`src/tsbg_pkg.sv`:
```
// ============================================================================
// Tone sweep burst generator package
// Shared types and constants for the tone sweep and burst buzzer driver.
// ============================================================================
package tsbg_pkg;

    // Item kind codes carried in the input tuser field
    localparam logic [1:0] KIND_TICK  = 2'd0;
    localparam logic [1:0] KIND_SWEEP = 2'd1;
    localparam logic [1:0] KIND_BURST = 2'd2;

    // Reset value of the gap length register, in ticks
    localparam logic [15:0] GAP_RESET = 16'd30;

    // Tone phase of the running command
    typedef enum logic [1:0] {
        PH_IDLE = 2'd0,
        PH_LOW  = 2'd1,
        PH_HIGH = 2'd2,
        PH_GAP  = 2'd3
    } t_phase;

    // One input word, unpacked
    typedef struct packed {
        logic [1:0]  kind;
        logic [15:0] period_start;
        logic [15:0] period_end;
        logic [15:0] cycle_count;
        logic [7:0]  repeat_count;
    } t_item;

    // One result word, unpacked
    typedef struct packed {
        logic rejected;
        logic done_res;
        logic busy_res;
        logic pin_level;
    } t_res;

endpackage

```
`src/tsbg_core.sv`:
```
// ============================================================================
// Tone sweep burst generator core
// Holds the tone state and computes the next state and the result for one
// word in a single pass of combinational logic.
// ============================================================================
module tsbg_core
    import tsbg_pkg::*;
#(
    parameter int PERIOD_WIDTH = 16
) (
    input  logic        i_clk,
    input  logic        i_rst_n,
    input  logic        i_en,
    input  t_item       i_item,
    input  logic [15:0] i_gap,
    output t_res        o_res
);

    // Counter must reach both the largest half-period and the largest gap
    localparam int CW = (PERIOD_WIDTH > 16) ? PERIOD_WIDTH : 16;

    t_phase                  r_phase, n_phase;
    logic                    r_burst, n_burst;
    logic [CW-1:0]           r_cnt, n_cnt;
    logic [PERIOD_WIDTH-1:0] r_cur, n_cur;
    logic [PERIOD_WIDTH-1:0] r_tgt, n_tgt;
    logic [15:0]             r_cl, n_cl;
    logic [15:0]             r_cpr, n_cpr;
    logic [7:0]              r_reps, n_reps;

    logic                    done;
    logic                    rej;
    logic                    do_begin;
    logic [7:0]              rep_val;
    logic [15:0]             cpr_val;
    logic [15:0]             cl_dec;
    logic [CW-1:0]           cnt_inc;
    logic [PERIOD_WIDTH-1:0] hp;
    logic [PERIOD_WIDTH-1:0] cur_step;
    logic [PERIOD_WIDTH-1:0] in_start;
    logic [PERIOD_WIDTH-1:0] in_end;

    assign in_start = PERIOD_WIDTH'(i_item.period_start);
    assign in_end   = PERIOD_WIDTH'(i_item.period_end);

    // Next state and result for the current word
    always_comb begin
        n_phase  = r_phase;
        n_burst  = r_burst;
        n_cnt    = r_cnt;
        n_cur    = r_cur;
        n_tgt    = r_tgt;
        n_cl     = r_cl;
        n_cpr    = r_cpr;
        n_reps   = r_reps;
        done     = 1'b0;
        rej      = 1'b0;
        do_begin = 1'b0;
        rep_val  = r_reps;
        cpr_val  = r_cpr;
        cl_dec   = r_cl - 16'd1;
        cnt_inc  = r_cnt + CW'(1);
        hp       = (r_cur == '0) ? PERIOD_WIDTH'(1) : r_cur;

        // Sweep steps the period by one toward the end value
        if (r_cur > r_tgt) begin
            cur_step = r_cur - PERIOD_WIDTH'(1);
        end else if (r_cur < r_tgt) begin
            cur_step = r_cur + PERIOD_WIDTH'(1);
        end else begin
            cur_step = r_cur;
        end

        case (i_item.kind)
            KIND_TICK: begin
                case (r_phase)
                    PH_LOW: begin
                        n_cnt = cnt_inc;
                        if (cnt_inc >= CW'(hp)) begin
                            n_cnt   = '0;
                            n_phase = PH_HIGH;
                        end
                    end
                    PH_HIGH: begin
                        n_cnt = cnt_inc;
                        if (cnt_inc >= CW'(hp)) begin
                            n_cnt = '0;
                            if (r_burst) begin
                                n_cl = cl_dec;
                                if (cl_dec != '0) begin
                                    n_phase = PH_LOW;
                                end else if (i_gap != '0) begin
                                    n_phase = PH_GAP;
                                end else begin
                                    do_begin = 1'b1;
                                    rep_val  = r_reps - 8'd1;
                                end
                            end else begin
                                n_cur = cur_step;
                                if (cur_step == r_tgt) begin
                                    n_phase = PH_IDLE;
                                    done    = 1'b1;
                                end else begin
                                    n_phase = PH_LOW;
                                end
                            end
                        end
                    end
                    PH_GAP: begin
                        n_cnt = cnt_inc;
                        if (cnt_inc >= CW'(i_gap)) begin
                            n_cnt    = '0;
                            do_begin = 1'b1;
                            rep_val  = r_reps - 8'd1;
                        end
                    end
                    default: begin
                    end
                endcase
            end
            KIND_SWEEP, KIND_BURST: begin
                if (r_phase != PH_IDLE) begin
                    rej = 1'b1;
                end else if (i_item.kind == KIND_SWEEP) begin
                    n_burst = 1'b0;
                    n_cur   = in_start;
                    n_tgt   = in_end;
                    n_cnt   = '0;
                    if (in_start == in_end) begin
                        done = 1'b1;
                    end else begin
                        n_phase = PH_LOW;
                    end
                end else begin
                    n_burst  = 1'b1;
                    n_cur    = in_start;
                    n_cpr    = i_item.cycle_count;
                    do_begin = 1'b1;
                    rep_val  = i_item.repeat_count;
                    cpr_val  = i_item.cycle_count;
                end
            end
            default: begin
            end
        endcase

        // Start of a burst repeat, or end of the burst
        if (do_begin) begin
            n_reps = rep_val;
            n_cnt  = '0;
            if (rep_val == '0) begin
                n_phase = PH_IDLE;
                done    = 1'b1;
            end else if (cpr_val != '0) begin
                n_cl    = cpr_val;
                n_phase = PH_LOW;
            end else if (i_gap != '0) begin
                n_phase = PH_GAP;
            end else begin
                n_phase = PH_IDLE;
                done    = 1'b1;
            end
        end

        o_res.pin_level = (n_phase == PH_HIGH);
        o_res.busy_res  = (n_phase != PH_IDLE);
        o_res.done_res  = done;
        o_res.rejected  = rej;
    end

    // Tone state registers
    always_ff @(posedge i_clk) begin
        if (!i_rst_n) begin
            r_phase <= PH_IDLE;
            r_burst <= 1'b0;
            r_cnt   <= '0;
            r_cur   <= '0;
            r_tgt   <= '0;
            r_cl    <= '0;
            r_cpr   <= '0;
            r_reps  <= '0;
        end else if (i_en) begin
            r_phase <= n_phase;
            r_burst <= n_burst;
            r_cnt   <= n_cnt;
            r_cur   <= n_cur;
            r_tgt   <= n_tgt;
            r_cl    <= n_cl;
            r_cpr   <= n_cpr;
            r_reps  <= n_reps;
        end
    end

endmodule

```
`src/tone_sweep_burst_generator_top.sv`:
```
// ============================================================================
// Tone sweep burst generator top level
// Buzzer pin driver stepped by tick and command words on a stream input.
// ============================================================================
// Every input word yields exactly one result word. The block takes one word
// per clock cycle when the output side keeps up. An accepted word waits in
// the input register, and the tone state is updated as it moves into the
// result register, from which it is offered on the output. Tick words
// advance the tone; sweep and burst words start a command when idle and are
// flagged as rejected while one runs. The gap length register is written on
// the configuration channel, which is always ready, and should be changed
// only while no word is in flight.
module tone_sweep_burst_generator_top
    import tsbg_pkg::*;
#(
    parameter int PERIOD_WIDTH = 16
) (
    input  logic        i_clk,
    input  logic        i_rst_n,
    // Input stream
    input  logic        i_s_tvalid,
    output logic        o_s_tready,
    input  logic [55:0] i_s_tdata,  // period_start, period_end, cycle_count, repeat_count
    input  logic [1:0]  i_s_tuser,  // kind
    // Output stream
    output logic        o_m_tvalid,
    input  logic        i_m_tready,
    output logic [7:0]  o_m_tdata,  // pin_level, busy_res, done_res, rejected, zero pad
    // Configuration channel
    input  logic        i_cfg_valid,
    output logic        o_cfg_ready,
    input  logic [15:0] i_cfg_data  // gap_ticks
);

    logic        r_in_valid;
    t_item       r_in;
    logic        r_out_valid;
    t_res        r_out;
    logic [15:0] r_gap;
    logic        out_free;
    logic        step_en;
    t_res        step_res;

    // Pipeline flow control
    assign out_free    = !r_out_valid || i_m_tready;
    assign o_s_tready  = !r_in_valid || out_free;
    assign step_en     = r_in_valid && out_free;
    assign o_cfg_ready = 1'b1;

    // Input register
    always_ff @(posedge i_clk) begin
        if (!i_rst_n) begin
            r_in_valid <= 1'b0;
        end else if (o_s_tready) begin
            r_in_valid <= i_s_tvalid;
        end
    end

    always_ff @(posedge i_clk) begin
        if (o_s_tready && i_s_tvalid) begin
            r_in.kind         <= i_s_tuser;
            r_in.period_start <= i_s_tdata[15:0];
            r_in.period_end   <= i_s_tdata[31:16];
            r_in.cycle_count  <= i_s_tdata[47:32];
            r_in.repeat_count <= i_s_tdata[55:48];
        end
    end

    // Gap length register
    always_ff @(posedge i_clk) begin
        if (!i_rst_n) begin
            r_gap <= GAP_RESET;
        end else if (i_cfg_valid) begin
            r_gap <= i_cfg_data;
        end
    end

    // Tone state and step logic
    tsbg_core #(
        .PERIOD_WIDTH(PERIOD_WIDTH)
    ) u_core (
        .i_clk  (i_clk),
        .i_rst_n(i_rst_n),
        .i_en   (step_en),
        .i_item (r_in),
        .i_gap  (r_gap),
        .o_res  (step_res)
    );

    // Result register
    always_ff @(posedge i_clk) begin
        if (!i_rst_n) begin
            r_out_valid <= 1'b0;
        end else if (out_free) begin
            r_out_valid <= r_in_valid;
        end
    end

    always_ff @(posedge i_clk) begin
        if (step_en) begin
            r_out <= step_res;
        end
    end

    assign o_m_tvalid = r_out_valid;
    assign o_m_tdata  = {4'b0000, r_out.rejected, r_out.done_res,
                         r_out.busy_res, r_out.pin_level};

endmodule

```
`config.mk`:
```
export PLATFORM = sky130hd
export DESIGN_NAME = tone_sweep_burst_generator_top
export DESIGN_NICKNAME = d
export VERILOG_FILES = /design/src/tsbg_pkg.sv /design/src/tsbg_core.sv /design/src/tone_sweep_burst_generator_top.sv
export SDC_FILE = /design/constraint.sdc
export NUM_CORES = 1
export LEC_CHECK = 0
export ABC_AREA = 0
export BUFFER_PORTS_ARGS = -buffer_cell sky130_fd_sc_hd__buf_2
export CORE_MARGIN = 8
export CORE_UTILIZATION = 40
export CTS_BUF_LIST = sky130_fd_sc_hd__clkbuf_8 sky130_fd_sc_hd__clkbuf_16
export DETAILED_ROUTE_END_ITERATION = 16
export GPL_ROUTABILITY_DRIVEN = 0
export GPL_TIMING_DRIVEN = 0
export PLACE_DENSITY_LB_ADDON = 0.1
export SETUP_SLACK_MARGIN = 0.2
export SLEW_MARGIN = 20
export SYNTH_ARGS = -nofsm -noshare
export SYNTH_HDL_FRONTEND = slang
export SYNTH_SLANG_ARGS = --single-unit
```
`constraint.sdc`:
```
create_clock -name i_clk -period 5.1 [get_ports i_clk]
set_input_delay 0.51 -clock i_clk [delete_from_list [all_inputs] [get_ports i_clk]]
set_output_delay 0.51 -clock i_clk [all_outputs]
set_load 0.05 [all_outputs]
```
==> impl_metrics.env, run 1 <==
export IMPL_timing_final_ws_setup_ns=0.314
export IMPL_synthAdderAreaFrac_pct=7.19
export IMPL_finalHoldViolCount=0
export IMPL_worst_setup_path_type="flip-flop to flip-flop"
export IMPL_critPathMostFrequentCell="and3_4"
export IMPL_fin_skew_ns=0.0223
export IMPL_p_leak_nw=4.99
export IMPL_viasPerCell=5.74
export IMPL_drt_total_wl_um=34700
export IMPL_final_antenna_net_count=0
export IMPL_diodes=0
export IMPL_hpwl_um=26100
export IMPL_drive_gt1_share_pct=18.5
export IMPL_stdcell_area_sq_um=13200
export IMPL_critPathArrivalTime_ns=5.12
export IMPL_numPortBuffers=82
export IMPL_vias=10300
export IMPL_ir_worst_vdd_mv=0.207
export IMPL_drc=0
export IMPL_finalCritPeriodShare_pct=93.8
export IMPL_layout_commonest_cell="nand2_1"
export IMPL_cts_buffers=17
export IMPL_maxSlewViolCount=0
export IMPL_die_h_um=182
export IMPL_fill_cells=2647
export IMPL_drt_first_iter_violations=865
export IMPL_synth_cell_types=84
export IMPL_yosys_warnings=0
export IMPL_die_x_um=182
export IMPL_die_area_sq_um=33000
export IMPL_max_freq_mhz=209
export IMPL_preCtsSetupSlack_ns=-1.01
export IMPL_drt_pass1_iterations=6
export IMPL_synthSimpleGateAreaFrac_pct=23.2
export IMPL_synth_top_family_by_area="simple AND/OR/NAND/NOR gates"
export IMPL_grt_pass1_wl_um=54600
export IMPL_initial_core_util_pct=40.7
export IMPL_cts_root_buf="clkbuf_16"
export IMPL_grt_busiest_layer="met2"
export IMPL_status="completed"
export IMPL_synth_mux_area_share_pct=4.11
export IMPL_synth_compound_area_share_pct=18.7
export IMPL_cp_slowest_cell="or3_4"
export IMPL_power_density_nw_per_um2=316
export IMPL_cts_sinks=171
export IMPL_global_route_usage_met2_pct=32.1
export IMPL_ctsHoldBuffers=0
export IMPL_fin_nets=1581
export IMPL_clock_path_buffers=2
export IMPL_met1_usage_pct=28.4
export IMPL_startpoint_type="flip-flop"
export IMPL_synth_xor_area_share_pct=4.23
export IMPL_core_sq_um=27000
export IMPL_totalPowerFinal_mw=4.18
export IMPL_syn_inst=1301
export IMPL_drv_cap=0
export IMPL_avgSynthCellArea_sq_um=8.43
export IMPL_clk_pin_slew_worst_paths_ns=0.09
export IMPL_syn_to_final_growth_pct=20.6
export IMPL_mostFrequentLayoutCells="145 x nand2_1, 109 x nor2_1, 106 x dfxtp_1"
export IMPL_synth_main_ff_cell="dfxtp_1"
export IMPL_synth_edf_count=62
export IMPL_cpPeakStageDelay_ns=0.40
export IMPL_grt_overflow_total=0
export IMPL_use_met3_pct=3.21
export IMPL_grt_max_degree=56
export IMPL_path_cells="ha_4, and3_4, and3_4, and3_4, and3_4, buf_8, nand3_4, xnor2_4, ha_4, nand4_1, buf_4, a2111oi_4, a21o_1, buf_6, a21oi_2, or3_4, a31oi_4, nand2_2, or2_4, a221o_1, a311oi_2"
export IMPL_ys_seq_area_share_pct=36.9
export IMPL_ys_seq_elements=171
export IMPL_tritoncts="done"
export IMPL_htree_levels=4
export IMPL_place_area_sq_um=11800
export IMPL_slew_headroom_pct=35.2
export IMPL_num_rows=60
export IMPL_clock_latency_ns=0.44
export IMPL_setup_viol=0
export IMPL_syn_area_sq_um=11000
export IMPL_io_pins=90
export IMPL_antenna_found_initial=0
export IMPL_grt_pass1_vias=9928
export IMPL_rsz0062_at_grt="yes"
export IMPL_hold_class="primary input to flip-flop"
export IMPL_grt_usage_pct=20.6
export IMPL_wl_per_cell_um=19.4
export IMPL_crit_fanout=7
export IMPL_crit_path_end_kind="flip-flop"
export IMPL_worst_pin_slew_ns=0.963
export IMPL_worstPathRequired_ns=5.43
export IMPL_async_flop_share_pct=0
export IMPL_min_period_ns=4.79
## critical path: cells and delay by family (launching register included)
family / cells / cell delay (ns)
xor+xnor: 1 / 0.19
simple gates: 9 / 1.86
fa+ha+maj: 2 / 0.41
flops: 1 / 0.38
buf+inv: 3 / 0.46
compound gates: 6 / 1.39
## state kept, by name (all words and copies together) (netlist names)
register / flops
o_m_tdata: 4
o_m_tvalid: 1
r_gap: 16
r_in: 58
r_in_valid: 1
u_core.r_burst: 1
u_core.r_cl: 16
u_core.r_cnt: 16
u_core.r_cpr: 16
u_core.r_cur: 16
u_core.r_phase: 2
u_core.r_reps: 8
u_core.r_tgt: 16
## routing by layer
layer | up-vias | wire, um
met3 | 53 | 2060
met5 | - | 0
met2 | 368 | 15500
met1 | 4854 | 16400
met4 | 0 | 788
li1 | 5025 | -
## synth_stat cells, types with 10 or more instances
cell      count  share of area (%)
o31ai_1      14               0.96
a22oi_1      12               0.82
o211ai_1     11               0.75
xnor2_1      36                2.9
a211oi_1     12               0.82
xor2_1       17                1.4
clkbuf_1     60                2.1
nor2_1      116                4.0
ha_1         63                7.2
nor4_1       19                1.1
dfxtp_1     109                 20
inv_1        69                2.4
o311ai_0     13                1.0
nand3_1      52                2.4
a21o_1       10               0.68
edfxtp_1     62                 17
a21oi_1     108                4.9
nor3_1       33                1.5
nand2_1     146                5.0
or3_1        13               0.74
and3_1       20                1.1
nand4_1      27                1.5
o21ai_0      54                2.5
nand3b_1     10               0.68
mux2i_1      36                3.3
## through the flow
step                      TNS, ns  hold WS (ns)  instances  util (%)
after floorplan                 0         0.436       1304         -
after global routing            0         0.214       1793      49.1
after CTS                       0         0.212       1772      47.6
final                           0         0.233       1793      49.1
after detailed placement   -36.22         0.446       1728      44.0
after global placement     -36.03         0.441       1727      43.8
## area by class of cell
type | instances | area [sq um] | share of cell area [%]
Inverter | 71 | 267 | 2.02
Clock buffer | 17 | 425 | 3.22
Sequential cell | 171 | 4060 | 30.7
Buffer | 82 | 393 | 2.97
Clock inverter | 15 | 156 | 1.18
Tap cell | 341 | 427 | 3.23
Timing Repair Buffer | 116 | 689 | 5.21
Multi-Input combinational cell | 980 | 6810 | 51.5
## report_power, final
group / switching (mW) / leakage [nW] / internal, mW
logic: 0.839 / 3.21 / 0.493
clock network: 0.657 / 0.282 / 0.654
registers: 0.0595 / 1.49 / 1.48
## worst paths after layout
kind	slack (ns)	endpoint	from	cells past startpoint
setup / recovery	0.31	u_core.r_cl[2]$_SDFFE_PN0P_	u_core.r_cnt[0]$_SDFFE_PN0P_	21
hold / removal	0.23	r_in[45]$_DFFE_PP_	i_s_tdata[5]	1
setup reg to reg	0.31	u_core.r_cl[2]$_SDFFE_PN0P_	u_core.r_cnt[0]$_SDFFE_PN0P_	21
hold reg to reg	0.46	u_core.r_cpr[6]$_SDFFE_PN0P_	u_core.r_cpr[6]$_SDFFE_PN0P_	2
## logic make-up after synthesis
logic type,Yosys count
buffers and inverters,153
flip-flops,171
adder cells (fa/ha/maj),63
XOR/XNOR,53
AO/OA/AOI/OAI,310
other,2
multiplexers,44
AND/OR/NAND/NOR,505
## what timing repair did
item	in CTS	in global routing
setup buffers	12	21
pin swaps	17	27
resized for setup	62	57
setup endpoints to repair	61	53
(Power assumes the default switching activity.)
==> run 2: changes to the inputs <==
--- a/config.mk
+++ b/config.mk
@@ -9,7 +9,7 @@
 export BUFFER_PORTS_ARGS = -buffer_cell sky130_fd_sc_hd__buf_2
 export CORE_MARGIN = 8
 export CORE_UTILIZATION = 40
-export CTS_BUF_LIST = sky130_fd_sc_hd__clkbuf_8 sky130_fd_sc_hd__clkbuf_16
+export CTS_BUF_LIST = sky130_fd_sc_hd__clkbuf_16
 export DETAILED_ROUTE_END_ITERATION = 16
 export GPL_ROUTABILITY_DRIVEN = 0
 export GPL_TIMING_DRIVEN = 0
==> constraint.sdc (replaced) <==
create_clock -name i_clk -period 6.1 [get_ports i_clk]
set_input_delay 0.61 -clock i_clk [delete_from_list [all_inputs] [get_ports i_clk]]
set_output_delay 0.61 -clock i_clk [all_outputs]
set_load 0.05 [all_outputs]
==> run 2 against run 1 <==
Die area is the same. Clock power shrank 16%. Sequential cell count is the same. Via count shrank 0.86%.
==> impl_metrics.env, run 2 (synthesis results as in run 1) <==
export IMPL_status="completed"
export IMPL_dpl_cell_count=1728
export IMPL_die_x_um=182
export IMPL_grt_pass1_wl_um=54100
export IMPL_r2r_start="u_core.r_cnt[0]$_SDFFE_PN0P_"
export IMPL_final_antenna_net_count=0
export IMPL_num_rows=60
export IMPL_drt_pass1_iterations=7
export IMPL_slew_headroom_pct=26.3
export IMPL_reg2regPathDepth=21
export IMPL_finalHoldViolCount=0
export IMPL_p_int_mw=2.15
export IMPL_maxSlewViolCount=0
export IMPL_clk_pin_slew_worst_paths_ns=0.09
export IMPL_core_sq_um=27000
export IMPL_fin_nets=1549
export IMPL_syn_to_final_growth_pct=14.1
export IMPL_worst_setup_path_type="flip-flop to flip-flop"
export IMPL_stdcell_area_sq_um=12500
export IMPL_wl_met1_um=16100
export IMPL_numPortBuffers=82
export IMPL_diodes=0
export IMPL_vias=10200
export IMPL_drc=0
export IMPL_p_leak_nw=4.76
export IMPL_worstPathRequired_ns=6.43
export IMPL_switching_share_pct=37.1
export IMPL_clock_latency_ns=0.45
export IMPL_initial_core_util_pct=40.7
export IMPL_worst_pin_slew_ns=1.10
export IMPL_preCtsSetupSlack_ns=-0.0146
export IMPL_viasPerCell=5.80
export IMPL_regMostFlops="r_in"
export IMPL_p_switching_mw=1.27
export IMPL_pwr_share_seq_pct=37.6
export IMPL_hold_class="primary input to flip-flop"
export IMPL_wl_met3_um=2130
export IMPL_mostFrequentLayoutCells="145 x nand2_1, 116 x nor2_1, 108 x dfxtp_1"
export IMPL_grt_usage_pct=20.4
export IMPL_power_density_nw_per_um2=273
export IMPL_die_h_um=182
export IMPL_fill_cells=2729
export IMPL_cts_sinks=171
export IMPL_clock_path_buffers=2
export IMPL_wl_per_cell_um=19.3
export IMPL_finalCritPeriodShare_pct=91.6
export IMPL_routed_top_layer="met4"
export IMPL_drt_first_iter_violations=872
export IMPL_startpoint="u_core.r_cnt[0]$_SDFFE_PN0P_"
export IMPL_cts_buffers=17
export IMPL_drive_gt1_share_pct=12.7
export IMPL_layout_cells_non_filler=1761
export IMPL_layout_commonest_cell="nand2_1"
export IMPL_rsz0062_at_grt="yes"
export IMPL_place_area_sq_um=11800
export IMPL_min_period_ns=5.59
export IMPL_wl_met2_um=15000
export IMPL_io_pins=90
export IMPL_drt_total_wl_um=34100
export IMPL_tritoncts="done"
export IMPL_startpoint_type="flip-flop"
export IMPL_grt_max_degree=56
export IMPL_die_area_sq_um=33000
export IMPL_grt_pass1_vias=9819
export IMPL_setup_viol=0
export IMPL_hp_start="i_s_tdata[47]"
export IMPL_combPwrFrac_pct=30.3
export IMPL_hold_end="r_in[23]$_DFFE_PP_"
export IMPL_antenna_found_initial=0
export IMPL_timing_final_ws_setup_ns=0.514
export IMPL_ir_worst_vdd_mv=0.174
export IMPL_clkPwrFrac_pct=32.1
export IMPL_hold_slack_ns=0.331
export IMPL_grt_overflow_total=0
export IMPL_drv_cap=0
export IMPL_r2r_end="u_core.r_cl[2]$_SDFFE_PN0P_"
export IMPL_crit_fanout=10
export IMPL_largest_reg_flops=58
export IMPL_whs_path_depth=1
export IMPL_fin_skew_ns=0.0218
export IMPL_htree_levels=4
export IMPL_max_freq_mhz=179
export IMPL_crit_path_end_kind="flip-flop"
export IMPL_critPathArrivalTime_ns=5.92
export IMPL_r2r_setup_slack_ns=0.51
export IMPL_cts_root_buf="clkbuf_16"
export IMPL_hpwl_um=26100
## run 2: cell types whose count changed in the layout (fill, tap and decap cells not counted), moves of 5 or more
cell	previous run	this run
buf_4	39	7
and3_1	12	20
and3_4	8	0
clkbuf_1	52	59
nor2_1	109	116
ha_1	58	63
ha_4	5	0
## run 2: worst max-delay path by stage
stage | to | slack (ns)
floorplan | o_m_tdata[1]$_DFFE_PP_ | 1.36
CTS | o_m_tdata[1]$_DFFE_PP_ | 0.20
detailed placement | u_core.r_cl[11]$_SDFFE_PN0P_ | -0.01
global placement | u_core.r_cl[11]$_SDFFE_PN0P_ | -0.04
finish | u_core.r_cl[2]$_SDFFE_PN0P_ | 0.51
global route | u_core.r_cl[6]$_SDFFE_PN0P_ | 0.16
## run 2: timing repair
action,4_1_cts,5_1_grt
endpoints found under the setup margin,26,37
gates resized for setup,7,12
setup buffers,0,1
pin swaps,0,2
hold buffers,0,0
## run 2: cell type report
cell class / count / area (sq um) / share of cell area [%]
inverters: 71 / 267 / 2.13
flip-flops and latches: 171 / 4050 / 32.3
multi-input cells: 980 / 6390 / 51.1
well taps: 341 / 427 / 3.41
plain buffers: 82 / 358 / 2.86
repair buffers: 84 / 445 / 3.56
clock buffers: 17 / 425 / 3.40
clock inverters: 15 / 156 / 1.25
## run 2: metal layers
layer	up-vias	track usage (%)
li1	4963	-
met2	373	31.9
met3	65	3.07
met4	0	7.05
met5	-	0
met1	4810	28.3
## run 2: critical path, cell delays in order (launching register included)
cell       delay (ns)
dfxtp_2          0.40
ha_1             0.25
and3_1           0.25
and3_1           0.26
and3_1           0.25
and3_1           0.17
clkbuf_1         0.22
nand3_1          0.15
xnor2_2          0.19
ha_1             0.31
nand4_1          0.15
or3_1            0.40
o2111ai_1        0.17
a21o_1           0.18
clkbuf_4         0.25
a21oi_2          0.10
or3_1            0.36
a31oi_1          0.33
nand2_2          0.17
or2_4            0.29
a221o_1          0.34
a311oi_2         0.26
## run 2: power by group through the flow
stage,combinational (mW),clock (mW),sequential (mW)
floorplan,0.704,0,1.30
global placement,0.989,0,1.31
detailed placement,0.993,0,1.31
CTS,1.01,1.13,1.29
global route,1.13,1.18,1.29
finish,1.04,1.10,1.29
## run 2: through the flow
| stage | utilization [%] | setup TNS, ns | total power, mW |
|---|---|---|---|
| after floorplan | - | 0 | 2.01 |
| after global placement | 43.8 | -0.0811 | 2.30 |
| after detailed placement | 44.0 | -0.0249 | 2.31 |
| after CTS | 46.2 | 0 | 3.42 |
| after global routing | 46.4 | 0 | 3.61 |
| final | 46.4 | 0 | 3.42 |
